===== src/hdl/cdll_pkg.sv =====
// Shared types and codes for the circular doubly linked list engine.
// Depends on nothing; cdll_alloc and the engine top level import it.
package cdll_pkg;

  // Action codes carried by an input transfer. Code 7 acts like a count.
  localparam logic [2:0] ACT_INS_FRONT = 3'd0;
  localparam logic [2:0] ACT_INS_END   = 3'd1;
  localparam logic [2:0] ACT_INS_AT    = 3'd2;
  localparam logic [2:0] ACT_DEL_FRONT = 3'd3;
  localparam logic [2:0] ACT_DEL_END   = 3'd4;
  localparam logic [2:0] ACT_DEL_AT    = 3'd5;
  localparam logic [2:0] ACT_COUNT     = 3'd6;

  typedef enum logic [1:0] {
    ST_OK      = 2'd0,
    ST_INVALID = 2'd1,
    ST_EMPTY   = 2'd2,
    ST_FULL    = 2'd3
  } status_e;

  typedef enum logic [2:0] {
    S_IDLE,
    S_WALK,
    S_LOOK,
    S_LINK,
    S_SOLO,
    S_RESP
  } fsm_e;

  typedef struct packed {
    logic [2:0]         action;
    logic [7:0]         position;
    logic signed [31:0] value;
  } in_item_t;

  typedef struct packed {
    logic [1:0]         status;
    logic signed [31:0] removed_value;
    logic [4:0]         node_count;
  } out_item_t;

  typedef struct packed {
    logic pop;
    logic push;
  } alloc_cmd_t;

endpackage


===== src/hdl/cdll_ram.sv =====
// Generic single-write, single-read synchronous RAM with a registered read.
// Uses no package contents; instantiated for every store of the engine.
module cdll_ram #(
  parameter int WIDTH = 32,
  parameter int DEPTH = 16
) (
  input  logic                     clk_i,
  input  logic                     we_i,
  input  logic [$clog2(DEPTH)-1:0] waddr_i,
  input  logic [WIDTH-1:0]         wdata_i,
  input  logic                     re_i,
  input  logic [$clog2(DEPTH)-1:0] raddr_i,
  output logic [WIDTH-1:0]         rdata_o
);

  logic [WIDTH-1:0] mem_q [DEPTH];
  logic [WIDTH-1:0] rdata_q;

  always_ff @(posedge clk_i) begin
    if (we_i) begin
      mem_q[waddr_i] <= wdata_i;
    end
    // The read data holds until the next read.
    if (re_i) begin
      rdata_q <= mem_q[raddr_i];
    end
  end

  assign rdata_o = rdata_q;

endmodule


===== src/hdl/cdll_alloc.sv =====
// Slot allocator: a high-water fill count plus a stack of released slots.
// Depends on cdll_pkg and cdll_ram.
module cdll_alloc #(
  parameter int CAPACITY = 16
) (
  input  logic                        clk_i,
  input  logic                        rst_ni,
  input  cdll_pkg::alloc_cmd_t        cmd_i,
  input  logic [$clog2(CAPACITY)-1:0] push_slot_i,
  output logic [$clog2(CAPACITY)-1:0] slot_o
);
  import cdll_pkg::*;

  localparam int SW = $clog2(CAPACITY);
  localparam int LW = $clog2(CAPACITY + 1);

  logic [LW-1:0] fill_q, fill_d;
  logic [LW-1:0] sp_q, sp_d;
  logic          from_stack_q, from_stack_d;
  logic [SW-1:0] fill_slot_q, fill_slot_d;
  logic [LW-1:0] sp_dec;
  logic [SW-1:0] stack_rdata;
  logic          stack_re;

  assign sp_dec   = sp_q - LW'(1);
  assign stack_re = cmd_i.pop && (sp_q != '0);

  // Slots below the fill count have been handed out at least once; freed
  // slots are kept on the stack, so no clearing pass is needed after reset.
  always_comb begin
    fill_d       = fill_q;
    sp_d         = sp_q;
    from_stack_d = from_stack_q;
    fill_slot_d  = fill_slot_q;
    if (cmd_i.pop) begin
      if (sp_q == '0) begin
        fill_slot_d  = fill_q[SW-1:0];
        fill_d       = fill_q + LW'(1);
        from_stack_d = 1'b0;
      end else begin
        sp_d         = sp_dec;
        from_stack_d = 1'b1;
      end
    end else if (cmd_i.push) begin
      sp_d = sp_q + LW'(1);
    end
  end

  always_ff @(posedge clk_i or negedge rst_ni) begin
    if (!rst_ni) begin
      fill_q       <= '0;
      sp_q         <= '0;
      from_stack_q <= 1'b0;
    end else begin
      fill_q       <= fill_d;
      sp_q         <= sp_d;
      from_stack_q <= from_stack_d;
    end
  end

  always_ff @(posedge clk_i) begin
    fill_slot_q <= fill_slot_d;
  end

  cdll_ram #(
    .WIDTH (SW),
    .DEPTH (CAPACITY)
  ) u_stack (
    .clk_i   (clk_i),
    .we_i    (cmd_i.push),
    .waddr_i (sp_q[SW-1:0]),
    .wdata_i (push_slot_i),
    .re_i    (stack_re),
    .raddr_i (sp_dec[SW-1:0]),
    .rdata_o (stack_rdata)
  );

  assign slot_o = from_stack_q ? stack_rdata : fill_slot_q;

endmodule


===== src/hdl/circular_doubly_linked_list_engine_unit.sv =====
// Top level of the circular doubly linked list engine: sequencer, link and
// value stores, and the result register. Depends on cdll_pkg, cdll_ram and
// cdll_alloc.
//
// Usage: one input transfer (action, position, value) gives exactly one
// result transfer (status, removed value, node count after the action).
// Both channels use valid/stall; a transfer happens when valid is high and
// stall is low at a rising edge. in_stall_o is high while an item is being
// worked on, so the engine takes one item at a time.
// Steps per item, from acceptance to the result being registered:
//   count, rejected actions:    S_RESP
//   delete at position p:       walk to p, S_LOOK, S_RESP
//   insert at position p <= n:  walk to p, S_LOOK, S_LINK, S_RESP
//   insert into an empty list:  S_SOLO, S_RESP
// Delete at end walks back from the head; insert at end does not walk.
// The walk along the links does one read of a link RAM per cycle.
// A finished result waits in the output register while out_stall_i is
// high; the engine then holds its last state until the register frees up.
// Reset empties the list at once; the stores need no clearing pass.
module circular_doubly_linked_list_engine_unit #(
  parameter int CAPACITY = 16
) (
  input  logic                clk_i,
  input  logic                rst_ni,
  input  logic                in_valid_i,
  output logic                in_stall_o,
  input  cdll_pkg::in_item_t  in_item_i,
  output logic                out_valid_o,
  input  logic                out_stall_i,
  output cdll_pkg::out_item_t out_item_o
);
  import cdll_pkg::*;

  localparam int SW = $clog2(CAPACITY);
  localparam int LW = $clog2(CAPACITY + 1);
  localparam int CW = ((LW > 8) ? LW : 8) + 1;

  fsm_e state_q, state_d;

  logic [SW-1:0]      head_q, head_d;
  logic [LW-1:0]      len_q, len_d;
  logic [SW-1:0]      steps_q, steps_d;
  logic               back_q, back_d;
  logic [SW-1:0]      cur_q, cur_d;
  logic [SW-1:0]      before_q, before_d;
  logic               is_ins_q, is_ins_d;
  logic               new_head_q, new_head_d;
  logic signed [31:0] val_q, val_d;
  status_e            status_q, status_d;
  logic signed [31:0] removed_q, removed_d;
  logic               out_valid_q, out_valid_d;
  out_item_t          out_item_q, out_item_d;

  // Decode of the item offered at the input.
  logic [CW-1:0] len_w, pos_w, pos_sel;
  logic          dec_ins, dec_del, dec_go_ins, dec_go_del, dec_go, dec_back;
  status_e       dec_status;
  logic [SW-1:0] dec_steps;

  logic accept, out_free;

  // Memory ports.
  logic          next_we, prev_we, val_we;
  logic [SW-1:0] next_waddr, prev_waddr, val_waddr;
  logic [SW-1:0] next_wdata, prev_wdata;
  logic          next_re, prev_re, val_re;
  logic [SW-1:0] next_raddr, prev_raddr, val_raddr;
  logic [SW-1:0] next_rdata, prev_rdata;
  logic [31:0]   val_rdata;

  alloc_cmd_t    alloc_cmd;
  logic [SW-1:0] new_slot;
  logic [SW-1:0] link_w;

  assign accept     = in_valid_i && (state_q == S_IDLE);
  assign out_free   = !out_valid_q || !out_stall_i;
  assign link_w     = back_q ? prev_rdata : next_rdata;
  assign in_stall_o = (state_q != S_IDLE);

  always_comb begin
    len_w      = CW'(len_q);
    pos_w      = CW'(in_item_i.position);
    pos_sel    = CW'(1);
    dec_ins    = 1'b0;
    dec_del    = 1'b0;
    dec_status = ST_OK;
    dec_go_ins = 1'b0;
    dec_go_del = 1'b0;
    case (in_item_i.action)
      ACT_INS_FRONT: begin
        dec_ins = 1'b1;
      end
      ACT_INS_END: begin
        dec_ins = 1'b1;
        pos_sel = len_w + CW'(1);
      end
      ACT_INS_AT: begin
        dec_ins = 1'b1;
        pos_sel = pos_w;
      end
      ACT_DEL_FRONT: begin
        dec_del = 1'b1;
      end
      ACT_DEL_END: begin
        dec_del = 1'b1;
        pos_sel = len_w;
      end
      ACT_DEL_AT: begin
        dec_del = 1'b1;
        pos_sel = pos_w;
      end
      default: begin
      end
    endcase

    if (dec_ins) begin
      if ((pos_sel == '0) || (pos_sel > len_w + CW'(1))) begin
        dec_status = ST_INVALID;
      end else if (len_q == LW'(CAPACITY)) begin
        dec_status = ST_FULL;
      end else begin
        dec_go_ins = 1'b1;
      end
    end else if (dec_del) begin
      if (len_q == '0) begin
        dec_status = ST_EMPTY;
      end else if ((pos_sel == '0) || (pos_sel > len_w)) begin
        dec_status = ST_INVALID;
      end else begin
        dec_go_del = 1'b1;
      end
    end
    dec_go = dec_go_ins || dec_go_del;

    // The last node is one step back from the head.
    dec_back = (in_item_i.action == ACT_DEL_END) && (len_q > LW'(1));
    if (dec_back) begin
      dec_steps = SW'(1);
    end else if ((pos_sel <= len_w) && (pos_sel != '0)) begin
      dec_steps = SW'(pos_sel - CW'(1));
    end else begin
      // Appending goes in front of the head.
      dec_steps = '0;
    end
  end

  // Next state.
  always_comb begin
    state_d = state_q;
    case (state_q)
      S_IDLE: begin
        if (accept) begin
          if (!dec_go) begin
            state_d = S_RESP;
          end else if (dec_go_ins && (len_q == '0)) begin
            state_d = S_SOLO;
          end else if (dec_steps == '0) begin
            state_d = S_LOOK;
          end else begin
            state_d = S_WALK;
          end
        end
      end
      S_WALK: begin
        if (steps_q == SW'(1)) begin
          state_d = S_LOOK;
        end
      end
      S_LOOK: begin
        state_d = is_ins_q ? S_LINK : S_RESP;
      end
      S_LINK: begin
        state_d = S_RESP;
      end
      S_SOLO: begin
        state_d = S_RESP;
      end
      S_RESP: begin
        if (out_free) begin
          state_d = S_IDLE;
        end
      end
      default: begin
        state_d = S_IDLE;
      end
    endcase
  end

  // Datapath and memory controls.
  always_comb begin
    head_d      = head_q;
    len_d       = len_q;
    steps_d     = steps_q;
    back_d      = back_q;
    cur_d       = cur_q;
    before_d    = before_q;
    is_ins_d    = is_ins_q;
    new_head_d  = new_head_q;
    val_d       = val_q;
    status_d    = status_q;
    removed_d   = removed_q;
    out_item_d  = out_item_q;
    out_valid_d = out_valid_q && out_stall_i;
    next_we     = 1'b0;
    prev_we     = 1'b0;
    val_we      = 1'b0;
    next_waddr  = new_slot;
    prev_waddr  = new_slot;
    val_waddr   = new_slot;
    next_wdata  = cur_q;
    prev_wdata  = prev_rdata;
    next_re     = 1'b0;
    prev_re     = 1'b0;
    val_re      = 1'b0;
    next_raddr  = head_q;
    prev_raddr  = head_q;
    val_raddr   = head_q;
    alloc_cmd   = '0;

    case (state_q)
      S_IDLE: begin
        if (accept) begin
          is_ins_d      = dec_go_ins;
          back_d        = dec_back;
          steps_d       = dec_steps;
          new_head_d    = (pos_sel == CW'(1));
          val_d         = in_item_i.value;
          status_d      = dec_status;
          removed_d     = '0;
          cur_d         = head_q;
          alloc_cmd.pop = dec_go_ins;
          if (dec_go && !(dec_go_ins && (len_q == '0))) begin
            if (dec_steps == '0) begin
              prev_re = 1'b1;
              next_re = 1'b1;
              val_re  = 1'b1;
            end else if (dec_back) begin
              prev_re = 1'b1;
            end else begin
              next_re = 1'b1;
            end
          end
        end
      end
      S_WALK: begin
        steps_d = steps_q - SW'(1);
        cur_d   = link_w;
        if (steps_q == SW'(1)) begin
          prev_re    = 1'b1;
          next_re    = 1'b1;
          val_re     = 1'b1;
          prev_raddr = link_w;
          next_raddr = link_w;
          val_raddr  = link_w;
        end else begin
          next_re    = 1'b1;
          next_raddr = link_w;
        end
      end
      S_LOOK: begin
        if (is_ins_q) begin
          // New node sits between the node before cur and cur itself.
          before_d   = prev_rdata;
          next_we    = 1'b1;
          prev_we    = 1'b1;
          val_we     = 1'b1;
          next_wdata = cur_q;
          prev_wdata = prev_rdata;
          if (new_head_q) begin
            head_d = new_slot;
          end
        end else begin
          removed_d      = val_rdata;
          alloc_cmd.push = 1'b1;
          len_d          = len_q - LW'(1);
          if (len_q == LW'(1)) begin
            head_d = '0;
          end else begin
            next_we    = 1'b1;
            next_waddr = prev_rdata;
            next_wdata = next_rdata;
            prev_we    = 1'b1;
            prev_waddr = next_rdata;
            prev_wdata = prev_rdata;
            if (cur_q == head_q) begin
              head_d = next_rdata;
            end
          end
        end
      end
      S_LINK: begin
        next_we    = 1'b1;
        next_waddr = before_q;
        next_wdata = new_slot;
        prev_we    = 1'b1;
        prev_waddr = cur_q;
        prev_wdata = new_slot;
        len_d      = len_q + LW'(1);
      end
      S_SOLO: begin
        next_we    = 1'b1;
        next_wdata = new_slot;
        prev_we    = 1'b1;
        prev_wdata = new_slot;
        val_we     = 1'b1;
        head_d     = new_slot;
        len_d      = len_q + LW'(1);
      end
      S_RESP: begin
        if (out_free) begin
          out_valid_d              = 1'b1;
          out_item_d.status        = status_q;
          out_item_d.removed_value = removed_q;
          out_item_d.node_count    = 5'(len_q);
        end
      end
      default: begin
      end
    endcase
  end

  always_ff @(posedge clk_i or negedge rst_ni) begin
    if (!rst_ni) begin
      state_q     <= S_IDLE;
      head_q      <= '0;
      len_q       <= '0;
      out_valid_q <= 1'b0;
    end else begin
      state_q     <= state_d;
      head_q      <= head_d;
      len_q       <= len_d;
      out_valid_q <= out_valid_d;
    end
  end

  always_ff @(posedge clk_i) begin
    steps_q    <= steps_d;
    back_q     <= back_d;
    cur_q      <= cur_d;
    before_q   <= before_d;
    is_ins_q   <= is_ins_d;
    new_head_q <= new_head_d;
    val_q      <= val_d;
    status_q   <= status_d;
    removed_q  <= removed_d;
    out_item_q <= out_item_d;
  end

  cdll_ram #(
    .WIDTH (SW),
    .DEPTH (CAPACITY)
  ) u_next (
    .clk_i   (clk_i),
    .we_i    (next_we),
    .waddr_i (next_waddr),
    .wdata_i (next_wdata),
    .re_i    (next_re),
    .raddr_i (next_raddr),
    .rdata_o (next_rdata)
  );

  cdll_ram #(
    .WIDTH (SW),
    .DEPTH (CAPACITY)
  ) u_prev (
    .clk_i   (clk_i),
    .we_i    (prev_we),
    .waddr_i (prev_waddr),
    .wdata_i (prev_wdata),
    .re_i    (prev_re),
    .raddr_i (prev_raddr),
    .rdata_o (prev_rdata)
  );

  cdll_ram #(
    .WIDTH (32),
    .DEPTH (CAPACITY)
  ) u_value (
    .clk_i   (clk_i),
    .we_i    (val_we),
    .waddr_i (val_waddr),
    .wdata_i (val_q),
    .re_i    (val_re),
    .raddr_i (val_raddr),
    .rdata_o (val_rdata)
  );

  cdll_alloc #(
    .CAPACITY (CAPACITY)
  ) u_alloc (
    .clk_i       (clk_i),
    .rst_ni      (rst_ni),
    .cmd_i       (alloc_cmd),
    .push_slot_i (cur_q),
    .slot_o      (new_slot)
  );

  assign out_valid_o = out_valid_q;
  assign out_item_o  = out_item_q;

endmodule

===== config.mk =====
export PLATFORM = sky130hd
export DESIGN_NAME = circular_doubly_linked_list_engine_unit
export DESIGN_NICKNAME = d
export VERILOG_FILES = /design/src/hdl/cdll_pkg.sv /design/src/hdl/cdll_ram.sv /design/src/hdl/cdll_alloc.sv /design/src/hdl/circular_doubly_linked_list_engine_unit.sv
export SDC_FILE = /design/constraint.sdc
export NUM_CORES = 1
export LEC_CHECK = 0
export BUFFER_PORTS_ARGS = -buffer_cell sky130_fd_sc_hd__buf_2
export CORE_UTILIZATION = 50
export CTS_BUF_LIST = sky130_fd_sc_hd__clkbuf_2 sky130_fd_sc_hd__clkbuf_4 sky130_fd_sc_hd__clkbuf_8
export DETAILED_ROUTE_END_ITERATION = 8
export MAX_ROUTING_LAYER = met4
export PLACE_DENSITY_LB_ADDON = 0.1
export SYNTH_ARGS = -nofsm -noshare
export SYNTH_HDL_FRONTEND = slang
export SYNTH_SLANG_ARGS = --single-unit

===== constraint.sdc =====
create_clock -name clk_i -period 6.7 [get_ports clk_i]
set_input_delay 1.34 -clock clk_i [delete_from_list [all_inputs] [get_ports clk_i]]
set_output_delay 1.34 -clock clk_i [all_outputs]
set_load 0.01 [all_outputs]

==> key figures <==
Floorplanning
  • Core area: about 70000 um^2
  • Row cnt: 97
  • Initial core utilization: between 50% and 60%
  • IO Pins: roughly 90
  • Chip Height: about 270 um
  • Die Width: 268 um
  • Die area: ~72000 um^2

Power
  • Pleak: 13.3 nW
  • Pwr dens: 446 nW/um^2
  • Pwr Total: about 18 mW
  • Peak supply drop: about 0.38 mV

Final layout
  • Area delta synth->final: 12.8%
  • Ratio of cells with drive above 1 in the final layout: ~28%
  • Nets: 2048
  • Fill cells: 5370

CTS
  • Clock Sinks: 895
  • CTS tree: built
  • Setup Fix Bufs, Post-CTS: 0
  • Hold-fix buffers, CTS: 0
  • Post-CTS sizing: 0
  • Skew-Pair Late Insertion Delay: 0.79 ns
  • Reg clk slew, reported paths: roughly 0.06 ns
  • H-tree levels: 4
  • Root Buffer: clkbuf_8
  • Clk buf depth: 3
  • TritonCTS buffer count: ~140

GRT
  • Maximum number of pins on one net before global-route repair: 52
  • Number of global-route vias before repair: 18241
  • Tot GR Track Use: 23.4%
  • Initial antenna violation count: 1
  • Overflow left after global routing: 0
  • First-pass GRT wire length: 117000 um

Placed design
  • GP Congestion: between 0.8 and 0.9
  • Post-DP HPWL: around 45000 um
  • PortBufs: 87
  • DP Worst Slack: around 1 ns

Synth
  • Avg Inst Size Synth: 19.9 um^2
  • Post-synthesis simple-gate area fraction: just under 4%
  • Warnings, synthesis: 0
  • Post-synthesis adder-cell area fraction: 0.847%
  • Most numerous cell in the Yosys netlist: edfxtp_1
  • Number of synthesized flops with an enable pin: slightly below 900
  • Syn nets: 1853
  • Syn Inst Count: 1782
  • Ys flop type: edfxtp_1
  • Largest family of logic cells by synthesized area: multiplexers
  • Post-synth top area share: between 70% and 80%
  • Cell taking the most area after synthesis: edfxtp_1
  • Xor-xnor portion of the synthesized cell area: less than 1%
  • Seq/Total Area, Yosys: around three quarters
  • Synth area leaders: edfxtp_1 74%, mux4_2 11%, mux2i_1 3.4%
  • Cell variety after synth: 68
  • Synth top cells by count: 872 x edfxtp_1, 180 x mux4_2, 122 x mux2i_1
  • Flops & latches, synth: ~900
  • Synthesized cell area: roughly 35000 um^2
  • Post-synthesis mux area share: about 15%
  • Synth Area in Compound Gates: 2.45%
  • Async set or reset register ratio after synthesis: 2.57%

Critical path
  • CP Capture Type: register
  • Worst Setup Start Kind: primary input
  • Crit Path Max Fanout: 20
  • Worst endpoint required time: roughly 7.1 ns
  • R2r worst-path depth: 12
  • WS Path Type: primary input to register
  • Crit path DAT: between 5 and 6 ns

Routing
  • First-pass DRT Iterations: 5
  • Routed vias: approximately 18000
  • Drt wl/cell: between 20 and 30 um
  • Routed Antenna Nets: 0
  • DRC Markers: 0
  • WL final: around 79000 um
  • Vias/cell: approximately 5.8
  • Initial DRC Count: between 1500 and 2000

Flow run
  • Number of max-cap violations: 0

STA
  • Slew Limit Fails: 0
  • Setup-failing EPs final: 0
  • Hold Vio Cnt, Final: 0
  • RSZ-0062 raised after global routing: false
  • Slew HR: a little over 20%
  • Max Freq: a little over 200 MHz
  • Minimum clock period: around 4.9 ns
  • Setup Skew: 0.0336 ns
  • Setup_tns: 0 ns
  • Period utilization: 73.7%
  • Final WS setup: about 1.8 ns
  • Worst Tran Pin Value: 1.19 ns

Status
  • Status: completed

Worst hold path
  • Worst hold path depth: 0
  • Hold Crit Class: register to register
==> metrics by stage <==
stage	utilization [%]	hold WS [ns]	std cells	area, um^2
floorplan	-	0.400	1782	35500
global placement	53.1	0.401	2771	37200
detailed placement	53.1	0.405	2771	37200
CTS	57.0	0.416	3024	40000
global route	57.0	0.421	3025	40000
finish	57.0	0.416	3025	40000
==> registers in the layout (all words and copies together), names as in the netlist, 5 cells and up <==
signal and count:
removed_q 32, len_q 5, u_alloc.u_stack.mem_q 64, u_prev.mem_q 64
u_alloc.sp_q 5, out_item_o 39, u_next.mem_q 64, u_value.mem_q 512
val_q 32, u_value.rdata_o 32
==> worst paths after layout <==
path	startpoint	to	slack, ns
max in group asynchronous	rst_ni	u_alloc.fill_q[3]	5.77
worst min register to register	removed_q[13]	out_item_o[18]	0.42
worst max register to register	len_q[0]	u_prev.rdata_o[1]	1.96
worst max-delay path	in_item_i[40]	u_prev.rdata_o[1]	1.76
min in group asynchronous	rst_ni	head_q[0]	0.55
worst min-delay path	removed_q[13]	out_item_o[18]	0.42
==> cell families (layout without fill, tap and decap cells) <==
| logic type | Yosys count | in the layout |
|---|---|---|
| other | 0 | 1 |
| and+or+nand+nor | 284 | 284 |
| muxes | 315 | 315 |
| adders and majority gates | 24 | 24 |
| xor gates and xnor gates | 24 | 24 |
| DFF | 895 | 895 |
| AOI/OAI and AO/OA | 128 | 128 |
| buffers and inverters | 112 | 414 |
==> critical path: stages <==
cell	delay (ns)
buf_2	0.31
mux2_1	0.37
a221oi_2	0.53
inv_1	0.21
ha_1	0.32
and3_1	0.16
nand4_1	0.12
a221o_1	0.30
a31oi_1	0.36
and2_1	0.25
o21ai_1	0.15
o31ai_1	0.88
==> placed cells by master, fill, tap and decap left out, types with 10 or more instances in the layout <==
cell type	instances
nor2_4	17
mux2i_1	122
clkbuf_4	46
ha_1	24
buf_2	87
xnor2_1	18
buf_4	45
edfxtp_1	872
clkinv_1	39
clkbuf_8	148
nor3_1	13
a21oi_1	30
nor2_1	94
nand2b_1	14
o22ai_1	10
mux2_2	10
inv_1	26
nand2_1	54
o21ai_0	17
mux4_2	180
and3_1	34
nand3_1	15
dfrtp_1	23
==> area by class of cell <==
| cell class | count | area, um^2 | share of cell area [%] |
|---|---|---|---|
| Antenna cell | 1 | 2.50 | 0.00625 |
| Sequential cell | 895 | 26800 | 66.9 |
| Inverter | 27 | 101 | 0.253 |
| Tap cell | 940 | 1180 | 2.94 |
| Multi-Input combinational cell | 775 | 8370 | 20.9 |
| Clock buffer | 194 | 2380 | 5.95 |
| Clock inverter | 59 | 404 | 1.01 |
| Timing Repair Buffer | 134 | 813 | 2.03 |
==> where the power goes <==
group          internal [mW]  switching [mW]  total (mW)
Sequential              7.31           0.534        7.84
Combinational           2.36            3.11        5.47
Clock                   2.44            2.11        4.55
==> routing by layer <==
metal	GRT usage, %	part of all wire [%]
met4	6.63	1.6
met1	32.3	44
met2	35.7	48
met5	-	0
met3	4.67	5.8
Note: power is estimated with default switching activity, not from simulation.
